==> src/rtl/greedy_distance_point_thinning_unit_defines.svh <==
// Assertion macros used by the thinning unit top-level RTL.
`ifndef GREEDY_DISTANCE_POINT_THINNING_UNIT_DEFINES_SVH
`define GREEDY_DISTANCE_POINT_THINNING_UNIT_DEFINES_SVH

// Same-cycle implication, held off during reset.
`define GDPT_ASSERT_NOW(label, clk, rstn, ante, cons, msg) \
    label: assert property (@(posedge clk) disable iff (!rstn) (ante) |-> (cons)) \
        else $error(msg);

// Next-cycle implication, held off during reset.
`define GDPT_ASSERT_NEXT(label, clk, rstn, ante, cons, msg) \
    label: assert property (@(posedge clk) disable iff (!rstn) (ante) |=> (cons)) \
        else $error(msg);

`endif

==> src/rtl/gdpt_pkg.sv <==
package gdpt_pkg;

    // Default sizing
    localparam int KEPT_DEPTH_DEF  = 256;
    localparam int COORD_WIDTH_DEF = 16;

    // Fixed field widths
    localparam int FIELD_W    = 16;
    localparam int INDEX_W    = 16;
    localparam int KCOUNT_W   = 9;
    localparam int DIMS_W     = 2;
    localparam int MIND_W     = 18;
    localparam int THR_W      = 2 * MIND_W;
    localparam int S_TDATA_W  = 48;
    localparam int M_TDATA_W  = 32;
    localparam int CFG_IDX_W  = 8;
    localparam int CFG_DATA_W = 32;

    // Register map
    localparam logic [CFG_IDX_W-1:0] REG_DIMENSIONS   = CFG_IDX_W'(0);
    localparam logic [CFG_IDX_W-1:0] REG_MIN_DISTANCE = CFG_IDX_W'(1);

    localparam logic [DIMS_W-1:0] DIMS_RESET = DIMS_W'(2);
    localparam logic [DIMS_W-1:0] DIMS_3D    = DIMS_W'(3);

    // Control broadcast from the top level to every cell
    typedef struct packed {
        logic             use_y;
        logic             use_z;
        logic             wr_en;
        logic [THR_W-1:0] thr;
    } ctrl_t;

endpackage

==> src/rtl/gdpt_cell.sv <==
module gdpt_cell #(
    parameter int COORD_WIDTH = gdpt_pkg::COORD_WIDTH_DEF,
    parameter int KEPT_DEPTH  = gdpt_pkg::KEPT_DEPTH_DEF,
    parameter int CELL_IDX    = 0,
    localparam int CNT_W      = $clog2(KEPT_DEPTH + 1)
) (
    input  logic                          aclk,
    input  logic                          aresetn,
    input  gdpt_pkg::ctrl_t               ctrl,
    input  logic [CNT_W-1:0]              count,
    input  logic signed [COORD_WIDTH-1:0] wr_x,
    input  logic signed [COORD_WIDTH-1:0] wr_y,
    input  logic signed [COORD_WIDTH-1:0] wr_z,
    input  logic                          in_valid,
    input  logic                          in_close,
    input  logic signed [COORD_WIDTH-1:0] in_x,
    input  logic signed [COORD_WIDTH-1:0] in_y,
    input  logic signed [COORD_WIDTH-1:0] in_z,
    output logic                          out_valid,
    output logic                          out_close,
    output logic signed [COORD_WIDTH-1:0] out_x,
    output logic signed [COORD_WIDTH-1:0] out_y,
    output logic signed [COORD_WIDTH-1:0] out_z
);
    import gdpt_pkg::*;

    localparam int DIFF_W = COORD_WIDTH + 1;
    localparam int SQ_W   = 2 * COORD_WIDTH;
    localparam int SUM_W  = SQ_W + 2;
    localparam int CMP_W  = (SUM_W > THR_W) ? SUM_W : THR_W;

    logic signed [COORD_WIDTH-1:0] kx_reg, ky_reg, kz_reg;
    logic signed [COORD_WIDTH-1:0] px_reg, py_reg, pz_reg;
    logic                          valid_reg;
    logic                          close_reg;
    logic [SQ_W-1:0]               sqx_reg, sqy_reg, sqz_reg;
    logic [SQ_W-1:0]               sqx_next, sqy_next, sqz_next;
    logic [SUM_W-1:0]              sq_sum;
    logic                          active;
    logic                          near;

    // Squared difference of one coordinate pair
    function automatic logic [SQ_W-1:0] sq_diff(input logic signed [COORD_WIDTH-1:0] a,
                                                 input logic signed [COORD_WIDTH-1:0] b);
        logic signed [DIFF_W-1:0] d;
        logic [DIFF_W-1:0]        m;
        logic [2*DIFF_W-1:0]      p;
        d = DIFF_W'(a) - DIFF_W'(b);
        m = d[DIFF_W-1] ? $unsigned(-d) : $unsigned(d);
        p = m * m;
        return p[SQ_W-1:0];
    endfunction

    // Square the differences against the held point
    always_comb begin
        sqx_next = sq_diff(in_x, kx_reg);
        sqy_next = ctrl.use_y ? sq_diff(in_y, ky_reg) : '0;
        sqz_next = ctrl.use_z ? sq_diff(in_z, kz_reg) : '0;
    end

    // Sum and compare against the threshold, merge into the close flag
    always_comb begin
        sq_sum    = SUM_W'(sqx_reg) + SUM_W'(sqy_reg) + SUM_W'(sqz_reg);
        active    = CNT_W'(CELL_IDX) < count;
        near      = active && (CMP_W'(sq_sum) < CMP_W'(ctrl.thr));
        out_close = close_reg | near;
        out_valid = valid_reg;
        out_x     = px_reg;
        out_y     = py_reg;
        out_z     = pz_reg;
    end

    // Beat-valid marker travelling along the row
    always_ff @(posedge aclk) begin
        if (!aresetn) begin
            valid_reg <= 1'b0;
        end else begin
            valid_reg <= in_valid;
        end
    end

    // Advance the query point and its partial result
    always_ff @(posedge aclk) begin
        close_reg <= in_close;
        px_reg    <= in_x;
        py_reg    <= in_y;
        pz_reg    <= in_z;
        sqx_reg   <= sqx_next;
        sqy_reg   <= sqy_next;
        sqz_reg   <= sqz_next;
    end

    // Hold the kept point; load it when this slot is next to fill
    always_ff @(posedge aclk) begin
        if (ctrl.wr_en && (count == CNT_W'(CELL_IDX))) begin
            kx_reg <= wr_x;
            ky_reg <= wr_y;
            kz_reg <= wr_z;
        end
    end

endmodule
==> config.mk <==
export PLATFORM = sky130hd
export DESIGN_NAME = gdpt_cell
export DESIGN_NICKNAME = d
export VERILOG_FILES = /design/src/rtl/greedy_distance_point_thinning_unit_defines.svh /design/src/rtl/gdpt_pkg.sv /design/src/rtl/gdpt_cell.sv
export SDC_FILE = /design/constraint.sdc
export NUM_CORES = 2
export LEC_CHECK = 0
export ABC_AREA = 1
export BUFFER_PORTS_ARGS = -buffer_cell sky130_fd_sc_hd__buf_2
export CORE_ASPECT_RATIO = 0.8
export CORE_MARGIN = 3
export CORE_UTILIZATION = 45
export CTS_CLUSTER_DIAMETER = 120
export DETAILED_ROUTE_END_ITERATION = 8
export SETUP_SLACK_MARGIN = 0.05
export SLEW_MARGIN = 20
export SYNTH_ARGS = -nofsm -noshare
export SYNTH_HDL_FRONTEND = slang
export SYNTH_SLANG_ARGS = --single-unit
==> constraint.sdc <==
create_clock -name aclk -period 8.6 [get_ports aclk]
set_input_delay 0.43 -clock aclk [delete_from_list [all_inputs] [get_ports aclk]]
set_output_delay 0.43 -clock aclk [all_outputs]
set_load 0.01 [all_outputs]
# --- After elaboration in Yosys (flattened, before gate mapping) ---
# Cells that the tools add are included.
word_totals:
  register_bits: 194
  latch_bits: 0
  ramBits: 0
  romBits: 0
  inputBits: 148
  output_inout_bits: 50
  wordCells: 31
  mem_count: 0
op_classes:
  add_sub_neg: 8
  multipliers: 3
  div: 0
  order_cmp: 2
  eq_ne: 0
  n_shift: 0
  n_mux: 3
  n_bitwise: 1
  n_reduce_logical: 3
ops:
  columns: ["op", "n"]
  rows:
  - ["17-bit by 17-bit multiplier with 32-bit output", 3]
  - ["17-bit 2-to-1 mux", 3]
  - ["17-bit negator", 3]
  - ["16-bit by 16-bit subtractor with 17-bit output", 3]
  - ["34-bit by 36-bit < comparator with 1-bit output", 1]
  - ["33-bit by 32-bit adder with 34-bit output", 1]
  - ["32-bit by 32-bit adder with 33-bit output", 1]
  - ["9-bit logical NOT", 1]
  - ["1-bit by 9-bit < comparator with 1-bit output (first input constant)", 1]
  - ["1-bit logical AND", 2]
  - ["1-bit bitwise OR", 1]

# --- Depth between registers and ports, before layout ---
depth:
  depth_word: 5
  depth_mapped: 46
  depth_no_buf: 46

# --- Least setup slack after synthesis ---
# Ideal clock, no wire load.
synth_path:
  path_kind: "input to register"
  start: "input port in_x[0]"
  end: "register sqx_reg[29]"
  setup_time_ns: 0.072
  arrival_time_ns: 7.337
  t_required_ns: 8.528
  path_slack_ns: 1.192
  stages: 38
  n_path_buf: 1
  cell_sequence: "inv_1 ha_1 fa_1 inv_1 nand3_1 nand2_1 nand2_1 nand2_1 nand2_1 nand3_1 nand2_1 nor2_1 nand3_1 nand2_1 nand3_1 nand2_2 inv_2 buf_6 [2 not listed] fa_1 fa_1 inv_1 fa_1 fa_1 fa_1 inv_1 fa_1 inv_1 ha_1 nand2_1 nor4_1 nand4_1 nand3_1 a21o_1 a21boi_0 o21ai_0 xor2_1"
synth_between:
  elab_chain_len: 4
synth_lines:
  columns: ["item", "line", "text"]
  rows:
  - ["start, declared", "gdpt_cell.sv:16", "input logic signed [COORD_WIDTH-1:0] in_x,"]
  - ["16-bit by 16-bit subtractor with 17-bit output *", "gdpt_cell.sv:48", "d = DIFF_W'(a) - DIFF_W'(b);"]
  - ["17-bit negator", "gdpt_cell.sv:49", "m = d[DIFF_W-1] ? $unsigned(-d) : $unsigned(d);"]
  - ["17-bit 2-to-1 mux *", "gdpt_cell.sv:49", null]
  - ["17-bit by 17-bit multiplier with 32-bit output *", "gdpt_cell.sv:50", "p = m * m;"]
  - ["net sqx_next[29]", "gdpt_cell.sv:37", "logic [SQ_W-1:0] sqx_next, sqy_next, sqz_next;"]
  - ["end signal, assigned", "gdpt_cell.sv:88", "sqx_reg <= sqx_next;"]
  - ["end, declared", "gdpt_cell.sv:36", "logic [SQ_W-1:0] sqx_reg, sqy_reg, sqz_reg;"]
# Mark *: on every way through the listed nets, which the timed path passes. The rest lies on a longest branch.
# A chain may end at the register's enable or synchronous reset.

# --- Worst setup path after layout ---
layout_path:
  start: "register ky_reg[0]"
  end: "register sqy_reg[31]"
layout_between:
  elab_chain_len: 4
layout_lines:
  columns: ["item", "line", "text"]
  rows:
  - ["start, declared", "gdpt_cell.sv:32", "logic signed [COORD_WIDTH-1:0] kx_reg, ky_reg, kz_reg;"]
  - ["start signal, assigned", "gdpt_cell.sv:97", "ky_reg <= wr_y;"]
  - ["16-bit by 16-bit subtractor with 17-bit output *", "gdpt_cell.sv:48", null]
  - ["17-bit negator", "gdpt_cell.sv:49", null]
  - ["17-bit 2-to-1 mux *", "gdpt_cell.sv:49", null]
  - ["17-bit by 17-bit multiplier with 32-bit output *", "gdpt_cell.sv:50", null]
  - ["end signal, assigned", "gdpt_cell.sv:89", "sqy_reg <= sqy_next;"]
  - ["end, declared", "gdpt_cell.sv:36", null]
# Every way passes the cells marked *; elsewhere a longest branch is shown, timed or not.

==> key figures <==
Run status
  – Outcome: finished, final reports clean

Routing
  – Initial DRC count: 1907
  – Final ANT Viol Nets: 0
  – Remaining DRCs: 0
  – Post-Route WL: 86.6 mm
  – DRT Pass-1 Iters: 7
  – Vias per cell: 4.87
  – DR WL/cell: 15.4 um
  – Via Count: 27400

Setup path
  – Critical Path AT: 8.41 ns
  – Crit path capture: sqy_reg[31]
  – Startpoint Class: flop
  – Max stage delay on crit path: 0.55 ns
  – Crit path top cell by count: fa_1
  – Worst flop-to-flop path startpoint: ky_reg[0]
  – Crit path max-delay cell type: fa_1
  – Reg2reg path depth: 33
  – Worst-path fanout max: 17
  – CP Capture Type: flop
  – Data required, critical path: 8.98 ns
  – Terminus of the critical flop-to-flop path: sqy_reg[31]
  – Register-to-register setup slack: 0.57 ns
  – Crit path kind: reg -> reg
  – CP startpoint: ky_reg[0]

Floorplan
  – Area of the core: 77400 um2
  – Die area: 81900 um2
  – Die width: 319 um
  – Initial Util: 45.6%
  – Num rows: 91
  – I/O pins: 198
  – Die height: 257 um

STA
  – Worst Tran Pin Value: 0.851 ns
  – Slew HR: 43.3%
  – F_max: 0.125 GHz
  – Final Skew: 0.0185 ns
  – Endpoints failing hold: 0
  – Post-route minimum period: 8.03 ns
  – Setup repair after global routing missed its margin: yes
  – Final Slew Violations: 0
  – Post-route setup TNS: 0 ns
  – Final setup violation count: 0
  – Period utilisation layout: 93.3%

Yosys
  – Post-Synthesis Cells: 4311
  – Synth Cell Area: 35300 um2
  – Post-synthesis mux area share: 0%
  – Adder-cell share of the synthesized area: 48.8%
  – Yosys Warn Count: 0
  – Fraction of registers with async set/reset: 0%
  – Synth Area in Compound Gates: 7.30%
  – Most used DFF post-synth: dfxtp_1
  – Number of synthesized register bits: 191
  – Post-synth EDFFs: 48
  – Post-Synth Simple-Gate Area: 15.1%
  – Sequential share of the synthesized area: 12.2%
  – Largest family of logic cells by synthesized area: adder cells
  – Post-Synth XOR/XNOR Area: 3.12%
  – Yosys cell types: 55
  – Syn_area_per_cell: 8.20 um2

Flow run
  – Max cap viols: 0

Final layout
  – N_diodes: 0
  – Layout cell share with drive strength beyond 1: 9.50%
  – Synth-to-layout area growth: 9.82%
  – Final nets: 5759

Hold path
  – HP Start: in_z[10]
  – Hold Crit Class: in -> reg

Global route
  – Gr usage total: 21.9%
  – Number of global-route vias before repair: 27700
  – Total gr overflow: 0
  – Initial antenna violation count: 0
  – First-pass GRT wire length: 143 mm
  – Largest net degree at the start of global routing: 49

CTS
  – CTS max path bufs: 2
  – H-Tree Depth: 4
  – Clock root buffer master: clkbuf_16
  – Reg clk slew, reported paths: 0.08 ns
  – Worst-skew pair later-pin latency: 0.49 ns
  – TritonCTS clock tree: done
  – CTS sink cnt: 191
  – CTS buffer count: 17

Placement
  – DP HPWL: 76.3 mm
  – Final RePlAce weighted congestion: 0.917
  – Number of I/O port buffers: 197
## layer usage
layer	up-vias	track usage, %	wire length, um
li1	13500	-	-
met1	13200	33.1	42800
met2	651	33.3	37300
met3	44	3.61	5490
met4	0	3.62	969
met5	-	0	0
## through the flow
step | hold slack (ns) | std cells | area [um2] | util (%) | worst slack, ns
detailed placement | 0.534 | 5592 | 38000 | 49.1 | 0.0686
floorplan | 0.458 | 4345 | 35500 | - | 1.19
global placement | 0.533 | 5592 | 38000 | 49.1 | 0.183
CTS | 0.00436 | 5626 | 38600 | 49.9 | 0.250
global route | 0.0148 | 5634 | 38800 | 50.1 | -0.0110
finish | 0.0520 | 5634 | 38800 | 50.1 | 0.573
## area by class of cell
cell class | instances | area (um2)
Fill cell | 7592 | 38600
Multi-Input combinational cell | 2918 | 26500
Inverter | 1190 | 4500
Sequential cell | 191 | 4300
Timing Repair Buffer | 280 | 1630
Tap cell | 1023 | 1280
Clock buffer | 19 | 453
Clock inverter | 13 | 141
## worst max-delay path, delay by kind of cell (launching register included)
kind	cells	cell delay, ns
buffers and inverters	5	0.65
AND/OR/NAND/NOR	14	1.78
adder cells (fa/ha/maj)	9	3.79
flip-flops	1	0.38
AO/OA/AOI/OAI	5	1.28
## kinds of logic after synthesis
| logic type | count (synthesis) |
|---|---|
| AO/OA/AOI/OAI | 465 |
| XOR/XNOR | 111 |
| adder cells (fa/ha/maj) | 1013 |
| buffers and inverters | 1236 |
| flip-flops | 191 |
| other | 2 |
| AND/OR/NAND/NOR | 1293 |
## cells in the mapped netlist, types with 7 or more instances
library cell  count  area (um2)
o211ai_1          9        67.6
o21a_1           13        97.6
edfxtp_1         48        1440
xor2_2           11         179
nor4_1           11        68.8
clkbuf_1         14        52.6
nand4_1          28         175
ha_1            404        5050
xnor2_1          26         228
nand3_1         129         646
a21boi_0          7        52.6
a21oi_1         235        1180
a31oi_1          10        62.6
a21o_1           13        97.6
fa_1            609       12200
nor2_2           18         113
o21bai_1         16         120
dfxtp_1         143        2860
nand2_2          23         144
nor3_1           20         100
inv_1          1152        4320
nor2_1          387        1450
xor2_1           69         604
nand2_1         653        2450
o21ai_0         128         641
o21ai_2           8        70.1
inv_2            29         109
buf_2            18        90.1
buf_6             8        90.1
## cells in the final DEF, fill, tap and decap left out, drive strengths merged, types with 2 or more instances in the layout
master       synthesis  layout
nand4               28      28
nand3              132     132
nor2               408     408
o311ai               2       2
fa                 609     609
nor3                20      20
clkbuf              14      19
clkinvlp             0       5
nand2              678     678
and3                 2       2
and2                 5       5
o31ai                4       4
a21oi              237     237
xnor2               30      30
a211oi               6       6
conb                 2      36
o21bai              16      16
a21boi               8       8
inv               1184    1191
or2                  4       4
a31oi               10      10
nand3b               5       5
ha                 404     404
xor2                81      81
o21a                13      13
o211ai              10      10
a21o                13      13
dfxtp              143     143
dlygate4sd3          0       2
buf                 32     278
clkinv               6       6
edfxtp              48      48
nor4                11      11
o21ai              142     142
## repair_timing
| item | 4_1_cts | 5_1_grt |
|---|---|---|
| hold buffers | 2 | 0 |
| setup buffers | 0 | 8 |
| resized for setup | 0 | 33 |
| hold endpoints to repair | 2 | 0 |
| setup endpoints to repair | 0 | 22 |
## worst min path at each step
stage           endpoint  slack [ns]  depth (start not counted)
6_report       out_z[10]        0.05                          1
3_3_place_gp   close_reg        0.53                          1
3_5_place_dp   close_reg        0.53                          1
4_1_cts         out_y[9]       0.004                          1
5_1_grt         out_x[3]        0.01                          1
2_1_floorplan  close_reg        0.46                          0
Power is not shown: default switching activity piles up to over one toggle a cycle in this logic, so the estimate is an artifact.
